## src/rtl/phcc_pkg.sv

```systemverilog
// Shared types, constants and CRC/checksum functions for the packet header CRC block.
package phcc_pkg;

  localparam int unsigned ByteW  = 8;
  localparam int unsigned CrcW   = 16;
  localparam int unsigned CountW = 9;

  localparam logic [CrcW-1:0]  CrcInit = 16'hFFFF;
  localparam logic [CrcW-1:0]  CrcPoly = 16'h1021;
  localparam logic [ByteW-1:0] ByteMask = 8'hFF;

  // One classified item as it travels from the front end to the back end.
  typedef struct packed {
    logic [ByteW-1:0] data_byte;
    logic             has_byte;
    logic             last;
    logic [ByteW-1:0] frame_id;
    logic [ByteW-1:0] expected_length;
    logic [CrcW-1:0]  expected_crc;
    logic             header_ok;
  } item_t;

  // Queue fill status as seen by both ends.
  typedef struct packed {
    logic empty;
    logic full;
  } queue_status_t;

  // Byte-wide CRC-16-CCITT update, MSB first.
  function automatic logic [CrcW-1:0] crc_feed(input logic [CrcW-1:0] crc_in,
                                               input logic [ByteW-1:0] b);
    logic [CrcW-1:0] c;
    c = crc_in ^ {b, 8'h00};
    for (int k = 0; k < 8; k++) begin
      if (c[CrcW-1]) begin
        c = {c[CrcW-2:0], 1'b0} ^ CrcPoly;
      end else begin
        c = {c[CrcW-2:0], 1'b0};
      end
    end
    return c;
  endfunction

  // Two's complement of the byte sum of id, length and both CRC bytes.
  function automatic logic [ByteW-1:0] neg_sum4(input logic [ByteW-1:0] id,
                                                input logic [ByteW-1:0] len,
                                                input logic [CrcW-1:0]  crc);
    logic [ByteW-1:0] s;
    s = id + len + crc[15:8] + crc[7:0];
    return (s ^ ByteMask) + 8'd1;
  endfunction

endpackage

```

## src/rtl/phcc_front.sv

```systemverilog
// Front end: accepts input items, checks the received header and packs items for the queue.
module phcc_front
  import phcc_pkg::*;
(
  input  logic             in_valid,
  output logic             in_stall,
  input  logic [ByteW-1:0] data_byte,
  input  logic             has_byte,
  input  logic             last,
  input  logic [ByteW-1:0] frame_id,
  input  logic [ByteW-1:0] expected_length,
  input  logic [CrcW-1:0]  expected_crc,
  input  logic [ByteW-1:0] expected_hdr_sum,
  input  queue_status_t    qstat,
  output logic             push,
  output item_t            push_item
);

  // The received header check needs only fields of this item, so it is done here.
  assign in_stall = qstat.full;
  assign push     = in_valid && !qstat.full;

  always_comb begin
    push_item.data_byte       = data_byte;
    push_item.has_byte        = has_byte;
    push_item.last            = last;
    push_item.frame_id        = frame_id;
    push_item.expected_length = expected_length;
    push_item.expected_crc    = expected_crc;
    push_item.header_ok       =
      (neg_sum4(frame_id, expected_length, expected_crc) == expected_hdr_sum);
  end

endmodule

```

## src/rtl/phcc_queue.sv

```systemverilog
// Short FIFO of classified items between the front end and the back end.
module phcc_queue
  import phcc_pkg::*;
#(
  parameter int unsigned DEPTH = 4
) (
  input  logic          clk,
  input  logic          rst,
  input  logic          push,
  input  item_t         push_item,
  input  logic          pop,
  output item_t         pop_item,
  output queue_status_t qstat
);

  localparam int unsigned PtrW = (DEPTH > 1) ? $clog2(DEPTH) : 1;
  localparam int unsigned CntW = $clog2(DEPTH + 1);

  item_t           mem [DEPTH];
  logic [PtrW-1:0] wr_ptr;
  logic [PtrW-1:0] rd_ptr;
  logic [CntW-1:0] fill;

  function automatic logic [PtrW-1:0] ptr_inc(input logic [PtrW-1:0] p);
    logic [PtrW-1:0] r;
    r = (p == PtrW'(DEPTH - 1)) ? '0 : p + PtrW'(1);
    return r;
  endfunction

  assign qstat.empty = (fill == '0);
  assign qstat.full  = (fill == CntW'(DEPTH));
  assign pop_item    = mem[rd_ptr];

  always_ff @(posedge clk) begin
    if (push) begin
      mem[wr_ptr] <= push_item;
    end
  end

  always_ff @(posedge clk) begin
    if (rst) begin
      wr_ptr <= '0;
      rd_ptr <= '0;
      fill   <= '0;
    end else begin
      if (push) begin
        wr_ptr <= ptr_inc(wr_ptr);
      end
      if (pop) begin
        rd_ptr <= ptr_inc(rd_ptr);
      end
      if (push && !pop) begin
        fill <= fill + CntW'(1);
      end else if (pop && !push) begin
        fill <= fill - CntW'(1);
      end
    end
  end

endmodule

```

## src/rtl/phcc_back.sv

```systemverilog
// Back end: runs the CRC and byte count and builds the result header in an output register.
module phcc_back
  import phcc_pkg::*;
#(
  parameter int unsigned MAX_PAYLOAD = 255
) (
  input  logic             clk,
  input  logic             rst,
  input  queue_status_t    qstat,
  input  item_t            pop_item,
  output logic             pop,
  output logic             out_valid,
  input  logic             out_stall,
  output logic [ByteW-1:0] hdr_sum,
  output logic [ByteW-1:0] body_len,
  output logic [CrcW-1:0]  payload_crc,
  output logic             length_overflow,
  output logic             length_ok,
  output logic             crc_ok,
  output logic             header_ok
);

  logic [CrcW-1:0]   crc_acc;
  logic [CountW-1:0] byte_count;
  logic [CrcW-1:0]   crc_next;
  logic [CountW-1:0] count_next;
  logic              out_free;
  logic              ovf;
  logic [ByteW-1:0]  len;

  assign out_free = !out_valid || !out_stall;
  // A result-carrying item waits until the output register can take it.
  assign pop      = !qstat.empty && (!pop_item.last || out_free);

  always_comb begin
    crc_next   = crc_acc;
    count_next = byte_count;
    if (pop_item.has_byte) begin
      crc_next = crc_feed(crc_acc, pop_item.data_byte);
      if (byte_count <= CountW'(MAX_PAYLOAD)) begin
        count_next = byte_count + CountW'(1);
      end
    end
    ovf = (count_next > CountW'(MAX_PAYLOAD));
    len = ovf ? ByteW'(MAX_PAYLOAD) : count_next[ByteW-1:0];
  end

  always_ff @(posedge clk) begin
    if (rst) begin
      crc_acc    <= CrcInit;
      byte_count <= '0;
    end else if (pop) begin
      if (pop_item.last) begin
        crc_acc    <= CrcInit;
        byte_count <= '0;
      end else begin
        crc_acc    <= crc_next;
        byte_count <= count_next;
      end
    end
  end

  always_ff @(posedge clk) begin
    if (rst) begin
      out_valid <= 1'b0;
    end else if (pop && pop_item.last) begin
      out_valid <= 1'b1;
    end else if (!out_stall) begin
      out_valid <= 1'b0;
    end
  end

  always_ff @(posedge clk) begin
    if (pop && pop_item.last) begin
      hdr_sum         <= neg_sum4(pop_item.frame_id, len, crc_next);
      body_len        <= len;
      payload_crc     <= crc_next;
      length_overflow <= ovf;
      length_ok       <= !ovf && (count_next == {1'b0, pop_item.expected_length});
      crc_ok          <= (crc_next == pop_item.expected_crc);
      header_ok       <= pop_item.header_ok;
    end
  end

endmodule

```

## src/rtl/packet_header_crc_build_check.sv

```systemverilog
// Top level of the packet header CRC builder and checker.
// A last item goes from the input into the queue, and its result into the output register.
// Throughput: one item per cycle while the queue is not full, set by the byte-wide CRC update.
// The item queue between front and back absorbs output stalls for up to QUEUE_DEPTH items.
// Reset (rst, synchronous) empties the queue, clears out_valid, loads the CRC with all ones
// and clears the byte count.
module packet_header_crc_build_check
  import phcc_pkg::*;
#(
  parameter int unsigned MAX_PAYLOAD = 255,
  parameter int unsigned QUEUE_DEPTH = 4
) (
  input  logic             clk,
  input  logic             rst,
  input  logic             in_valid,
  output logic             in_stall,
  input  logic [ByteW-1:0] data_byte,
  input  logic             has_byte,
  input  logic             last,
  input  logic [ByteW-1:0] frame_id,
  input  logic [ByteW-1:0] expected_length,
  input  logic [CrcW-1:0]  expected_crc,
  input  logic [ByteW-1:0] expected_hdr_sum,
  output logic             out_valid,
  input  logic             out_stall,
  output logic [ByteW-1:0] hdr_sum,
  output logic [ByteW-1:0] body_len,
  output logic [CrcW-1:0]  payload_crc,
  output logic             length_overflow,
  output logic             length_ok,
  output logic             crc_ok,
  output logic             header_ok
);

  // The front end checks the received header of each item and writes the item to the
  // queue. It stalls the input only when the queue is full.
  queue_status_t qstat;
  logic          push;
  item_t         push_item;
  logic          pop;
  item_t         pop_item;

  phcc_front u_front (
    .in_valid         (in_valid),
    .in_stall         (in_stall),
    .data_byte        (data_byte),
    .has_byte         (has_byte),
    .last             (last),
    .frame_id         (frame_id),
    .expected_length  (expected_length),
    .expected_crc     (expected_crc),
    .expected_hdr_sum (expected_hdr_sum),
    .qstat            (qstat),
    .push             (push),
    .push_item        (push_item)
  );

  // The queue lets the input keep flowing while a finished result waits to be taken.
  phcc_queue #(
    .DEPTH (QUEUE_DEPTH)
  ) u_queue (
    .clk       (clk),
    .rst       (rst),
    .push      (push),
    .push_item (push_item),
    .pop       (pop),
    .pop_item  (pop_item),
    .qstat     (qstat)
  );

  // The back end folds each byte into the CRC and count. On a last item it builds the
  // header and the check flags into the output register, then restarts the CRC and count.
  // Items that carry no result keep draining even while the output is stalled.
  phcc_back #(
    .MAX_PAYLOAD (MAX_PAYLOAD)
  ) u_back (
    .clk             (clk),
    .rst             (rst),
    .qstat           (qstat),
    .pop_item        (pop_item),
    .pop             (pop),
    .out_valid       (out_valid),
    .out_stall       (out_stall),
    .hdr_sum         (hdr_sum),
    .body_len        (body_len),
    .payload_crc     (payload_crc),
    .length_overflow (length_overflow),
    .length_ok       (length_ok),
    .crc_ok          (crc_ok),
    .header_ok       (header_ok)
  );

endmodule

```

## config.mk

```make
export PLATFORM = sky130hd
export DESIGN_NAME = packet_header_crc_build_check
export DESIGN_NICKNAME = d
export VERILOG_FILES = /design/src/rtl/phcc_pkg.sv /design/src/rtl/phcc_front.sv /design/src/rtl/phcc_queue.sv /design/src/rtl/phcc_back.sv /design/src/rtl/packet_header_crc_build_check.sv
export SDC_FILE = /design/constraint.sdc
export NUM_CORES = 1
export LEC_CHECK = 0
export BUFFER_PORTS_ARGS = -buffer_cell sky130_fd_sc_hd__buf_4
export CORE_MARGIN = 4
export CORE_UTILIZATION = 55
export DETAILED_ROUTE_END_ITERATION = 10
export HOLD_SLACK_MARGIN = 0.12
export PLACE_DENSITY = 0.78
export SLEW_MARGIN = 15
export SYNTH_ARGS = -nofsm -noshare
export SYNTH_HDL_FRONTEND = slang
export SYNTH_SLANG_ARGS = --single-unit
```

## constraint.sdc

```tcl
create_clock -name clk -period 13.2 [get_ports clk]
set_input_delay 0.66 -clock clk [delete_from_list [all_inputs] [get_ports clk]]
set_output_delay 0.66 -clock clk [all_outputs]
set_load 0.01 [all_outputs]
```

==> out/results.ini, run 1 <==
[timing]
hold_viol_final = 0
worst_pin_slew_ns = 0.9035
rsz0062_at_grt = no
slew_headroom = 0.3948
min_period_over_period = 0.4505
fin_setup_tns_ns = 0
finalSetupViolCount = 0
drv_slew = 0
clock_skew_ns = 0.007700
min_period_ns = 5.947
max_freq_mhz = 168.1

[critical_path]
arrival_ns = 6.21
critical_path.cell_chain = buf_4 > mux4_1 > buf_4 > nand2b_2 > a31oi_1 > mux2i_1 > nand2_1 > inv_1 > fa_1 > fa_1 > inv_1 > ha_1 > fa_1 > or3_1 > nor3_1 > nor3b_1 > xnor2_1 > xnor2_1
required_ns = 13.47
criticalPathCategory = register to register
slowest_stage = buf_4
r2r_cells = 18
crit_family = adder cells
crit_fanout = 44
critPathBufInv = 4
crit_path_start_kind = register
rrSetupSlack_ns = 7.25
cp_slowest_stage_delay_ns = 0.64
r2r_end = u_back.hdr_sum[7]
cp_common_cell = fa_1
end_kind = register

[final_layout]
drive_above_1_share = 0.2477
areaGrowthSynthToFinish_pct = 15.53
antenna_cells = 0
final_nets = 941

[global_routing]
grt_pass1_vias = 6574
grt_pass1_wl_mm = 37.07
grt_max_degree = 46
antenna_found_initial = 0
groute.usage.overall = 0.2031
gr-total-overflow = 0

[floorplan]
initial_core_util = 0.5605
rows = 52
num_io_pins = 92
die_area_um2 = 23050
chipHeight_um = 151.8
core_area_um2 = 20300
die_w_um = 151.8

[flow_run]
drv_cap = 0

[yosys]
synth_nets = 839
synth_top_family_by_area = multiplexers
synth_xor_area_frac = 0.09369
synth_area_um2 = 11380
ys_types = 54
seq_area_frac_synth = 0.6105
synthAdderAreaFrac = 0.07631
synthCells = 733
synth_compound_area_frac = 0.03882
yosys.area_share.simple = 0.05366
synth_mux_area_frac = 0.09809
ys_warn_count = 0
avgSynthCellArea_um2 = 15.52
ys_ff_latch = 243

[route]
drtIter0Drc = 450
wl_mm = 23.48
drc_errors = 0
vias = 6280
first_pass_iters = 5
viasPerCell = 5.597
wl_per_cell_um = 20.92
drtAntennaViolNets = 0

[hold_path]
hold_depth = 1
holdPathEnd = u_queue.mem[2][33]
hold_path_startpoint = last
worstHoldPathType = input pin to register

[clock_network]
cts_tree = yes
cts_htree_levels = 1
root_buffer = clkbuf_16
cts_setup_buffers = 0
cts_resized = 0
clk_latency_ns = 0.52
cts_inserted_buffers = 25
clk_pin_slew_ns = 0.06
cts_sinks = 243
hold_buffers = 0
cts.path.max_buffers = 3

[place]
numPortBuffers = 91
gp_congestion = 0.8929
hpwl_mm = 16.30

[run_status]
status = complete, no violations

## placed cells by master (no fill, tap or decap), types with 13 or more instances in the layout
cell type,instances
a21oi_1,21
buf_4,99
clkbuf_16,25
dfxtp_1,33
edfxtp_1,208
fa_1,29
ha_1,23
inv_1,56
mux4_2,41
nand2_1,33
nor2_1,33
o21ai_0,13
xnor2_1,61
xor2_1,37
## worst max-delay path by stage
stage,start,endpoint,slack (ns),depth (start not counted)
2_1_floorplan,register,u_back.hdr_sum[7],8.15,17
3_3_place_gp,register,u_back.hdr_sum[7],7.40,18
3_5_place_dp,register,u_back.hdr_sum[7],7.20,18
4_1_cts,register,u_back.hdr_sum[7],7.20,18
5_1_grt,register,u_back.hdr_sum[7],6.86,21
6_report,register,u_back.hdr_sum[7],7.25,18
## sequential cells by signal, summed over array words and instances (netlist names), named ones only
name and flops:
u_back.payload_crc 16, u_back.header_ok 1, u_queue.rd_ptr 2, u_back.byte_count 9
u_back.length_ok 1, u_back.hdr_sum 8, u_back.body_len 8, u_queue.fill 3
u_queue.mem 172, u_back.length_overflow 1, u_back.crc_acc 16, u_back.out_valid 1
u_queue.wr_ptr 2, u_back.crc_ok 1
## cell families (layout without fill, tap and decap cells)
kind of cell,count (synthesis),after routing
AOI/OAI and AO/OA,69,69
xor gates and xnor gates,109,109
adders and majority gates,52,52
buffers and inverters,80,199
DFF,243,243
muxes,54,54
and+or+nand+nor,126,126
## routing by layer
metal | routed length, um | part of all wire | up-vias | global-route usage
met5 | 0 | 0 | - | 0
met4 | 610 | 0.026 | 0 | 0.06250
met3 | 1328 | 0.057 | 43 | 0.03896
met2 | 11500 | 0.49 | 211 | 0.3258
met1 | 10040 | 0.43 | 3148 | 0.2868
li1 | - | - | 2878 | -
## layout make-up
type	instances	area, um^2
fill	1455	7154
sequential	243	6949
multi-input combinational	410	4111
timing repair buffer	99	743.2
clock buffer	27	633.1
tap	270	337.8
inverter	56	210.2
clock inverter	17	160.2
## metrics by stage
step	util	hold WS [ns]	setup slack (ns)	std cells	area (um^2)
floorplan	-	0.4540	8.151	733	11380
global placement	0.6084	0.4562	7.396	1078	12350
detailed placement	0.6084	0.4759	7.201	1078	12350
CTS	0.6474	0.3268	7.197	1122	13140
global route	0.6476	0.3259	6.858	1122	13150
finish	0.6476	0.3456	7.253	1122	13150
## synthesized netlist by cell type, drive strengths merged
cell / number / area [um^2]
edfxtp: 208 / 6246
xnor2: 69 / 686.9
inv: 56 / 210.2
mux4: 43 / 975.9
xor2: 39 / 356.6
dfxtp: 35 / 700.7
nor2: 34 / 127.6
nand2: 33 / 123.9
fa: 29 / 580.6
a21oi: 23 / 122.6
ha: 23 / 287.8
o21ai: 14 / 81.33
clkbuf: 13 / 48.80
nand3: 12 / 60.06
o211ai: 12 / 90.09
buf: 11 / 70.06
mux2i: 10 / 128.9
nor3: 10 / 50.05
nand4: 6 / 37.54
or2: 6 / 37.54
a22oi: 5 / 37.54
and2: 5 / 31.28
or3: 5 / 31.28
a31oi: 4 / 25.02
nor4: 4 / 25.02
a21o: 3 / 22.52
nand2b: 3 / 21.27
o21bai: 3 / 22.52
and3: 2 / 12.51
nor3b: 2 / 15.01
a2111oi: 1 / 8.760
a32oi: 1 / 8.760
mux2: 1 / 11.26
nand3b: 1 / 7.510
nor2b: 1 / 6.260
nor4b: 1 / 15.01
o21a: 1 / 7.510
o221ai: 1 / 8.760
o22ai: 1 / 6.260
or3b: 1 / 8.760
xnor3: 1 / 22.52
Power of run 1 is not shown: default switching activity piles up to over one toggle a cycle in this logic, so the estimate is an artifact.
==> inputs of run 2 (changes only) <==
- CORE_UTILIZATION: 55 -> 54
- PLACE_DENSITY: 0.78 -> 0.8
- clock period: 13.2 -> 5.1 ns (I/O delays scaled with it)
==> run 2 against run 1 <==
Against the previous run:
- utilization up 2.5 points
- setup slack worse by 7.0 ns
- global-route usage up 0.36 points
- register-to-register slack worse by 7.0 ns
- final area up 4.9%
- sequential share of layout area down 2.5 points
- via count up 4.9%
- clock skew up 0.0097 ns
- critical path depth up 1
- fmax up 23%
- flip-flop and latch count unchanged
- highest routed layer unchanged
==> out/results.ini, run 2 (synthesis results as in run 1) <==
[clock_network]
cts_htree_levels = 1  ; unchanged
clk_latency_ns = 0.53  ; about the same
clk_pin_slew_ns = 0.06  ; about the same
cts_sinks = 243  ; unchanged
cts.path.max_buffers = 3  ; unchanged
root_buffer = clkbuf_16
cts_inserted_buffers = 25  ; unchanged
cts_tree = yes

[final_layout]
top_regs = u_queue.mem: 172 flops, u_back.crc_acc: 16 flops, u_back.payload_crc: 16 flops
largest_reg_flops = 172  ; unchanged
fillers = 1360  ; -6.5%
final-instance-count-excl-fill = 1192  ; +6.2%
final_nets = 1010  ; +7.3%
antenna_cells = 0  ; unchanged
regArea_um2 = 6949  ; unchanged
drive_above_1_share = 0.2581  ; +0.01048
areaGrowthSynthToFinish_pct = 21.22
regMostFlops = u_queue.mem
final_common_cell = edfxtp_1
final_cell_mix = 208 x edfxtp_1, 123 x buf_4, 61 x xnor2_1, 56 x inv_1, 45 x dlygate4sd3_1
final_util = 0.6730  ; +0.02546
multi_input_area_um2 = 4136  ; +0.61%

[floorplan]
core_area_um2 = 20490  ; +0.96%
initial_core_util = 0.5552  ; -0.005338
num_io_pins = 92  ; unchanged
rows = 52  ; unchanged
chipHeight_um = 153.2  ; +0.87%
die_w_um = 153.2  ; +0.87%
die_area_um2 = 23460  ; +1.8%

[critical_path]
crit_path_start_kind = register
r2r_cells = 19  ; +1
arrival_ns = 5.11  ; -1.10 ns
rrSetupSlack_ns = 0.26  ; -6.99 ns
end_kind = register
criticalPathCategory = register to register
required_ns = 5.37  ; -8.10 ns
endpoint = u_back.hdr_sum[7]
r2r_end = u_back.hdr_sum[7]
crit_fanout = 5  ; -89%

[timing]
min_period_ns = 4.837  ; -1.110 ns
fin_ws_ns = 0.2627  ; -6.990 ns
min_period_over_period = 0.9485  ; +0.4979
rsz0062_at_grt = no
clock_skew_ns = 0.01740  ; +0.009700 ns
fin_setup_tns_ns = 0  ; unchanged
max_freq_mhz = 206.7  ; +23%
drv_slew = 0  ; unchanged
finalSetupViolCount = 0  ; unchanged
hold_viol_final = 0  ; unchanged
slew_headroom = 0.5379  ; +0.1431
worst_pin_slew_ns = 0.6858  ; -0.2177 ns

[global_routing]
grt_max_degree = 44  ; -4.3%
antenna_found_initial = 0  ; unchanged
grt_pass1_wl_mm = 37.75  ; +1.8%
groute.usage.overall = 0.2067  ; +0.003618
gr-total-overflow = 0  ; unchanged
grt_pass1_vias = 6790  ; +3.3%

[route]
vias = 6585  ; +4.9%
wl_per_cell_um = 20.17  ; -3.6%
drc_errors = 0  ; unchanged
viasPerCell = 5.524  ; -1.3%
wl_mm = 24.05  ; +2.4%
drtIter0Drc = 621  ; +38%
drtAntennaViolNets = 0  ; unchanged
first_pass_iters = 5  ; unchanged

[run_status]
status = complete, no violations

[hold_path]
worstHoldPathType = input pin to register
hold_path_startpoint = in_valid

[place]
place_ws_ns = 0.1556  ; -7.046 ns
place_inst = 1101  ; +2.1%
numPortBuffers = 91  ; unchanged
gp_congestion = 0.9560  ; +7.1%
hpwl_mm = 16.64  ; +2.1%

[flow_run]
drv_cap = 0  ; unchanged

==> run 2: worst min path at each step <==
stage                              end  slack, ns  cells past startpoint
floorplan           u_queue.mem[0][10]       0.35                      0
global placement    u_queue.mem[0][42]       0.46                      1
detailed placement  u_queue.mem[2][39]       0.46                      1
CTS                  u_queue.wr_ptr[0]       0.28                      4
global route         u_queue.wr_ptr[0]       0.32                      4
finish               u_queue.wr_ptr[0]       0.29                      4
==> run 2: layout make-up <==
| type | instances | area share |
|---|---|---|
| Clock buffer | 34 | 0.05071 |
| Clock inverter | 11 | 0.006259 |
| Sequential cell | 243 | 0.5038 |
| Inverter | 56 | 0.01524 |
| Timing Repair Buffer | 168 | 0.09960 |
| Tap cell | 270 | 0.02449 |
| Multi-Input combinational cell | 410 | 0.2999 |
==> run 2: worst max-delay path, cell delays in order, from the launching register on <==
cell	delay (ns)
dfxtp_2	0.38
buf_4	0.17
mux4_2	0.58
xnor2_4	0.18
xnor2_1	0.22
nor2_1	0.09
a21oi_2	0.17
fa_1	0.46
fa_1	0.55
inv_1	0.05
ha_1	0.21
fa_1	0.40
a21oi_1	0.17
nor2_1	0.05
nor2_1	0.13
o21ai_0	0.14
xnor2_1	0.21
xnor2_1	0.16
xnor2_1	0.15
xnor2_1	0.09
==> run 2: repair_timing <==
item / 4_1_cts / 5_1_grt
setup buffers: 0 / 1
hold buffers: 45 / 0
endpoints found under the setup margin: 0 / 1
resized for setup: 0 / 4
hold endpoints to repair: 186 / 0
==> run 2: per-stage QoR <==
step	instance area [um^2]	hold WS, ns
5_1_grt	13790	0.3168
6_report	13790	0.2866
3_3_place_gp	12520	0.4575
3_5_place_dp	12520	0.4613
4_1_cts	13760	0.2758
2_1_floorplan	11380	0.3539
==> run 2: per-layer routing <==
metal | share of wire | global-route usage | up-vias
met1 | 0.41 | 0.2876 | 3235
met5 | 0 | 0 | -
met2 | 0.50 | 0.3439 | 277
met3 | 0.066 | 0.03195 | 43
li1 | - | - | 3030
met4 | 0.025 | 0.05770 | 0
Power of run 2 is left out for the same reason.
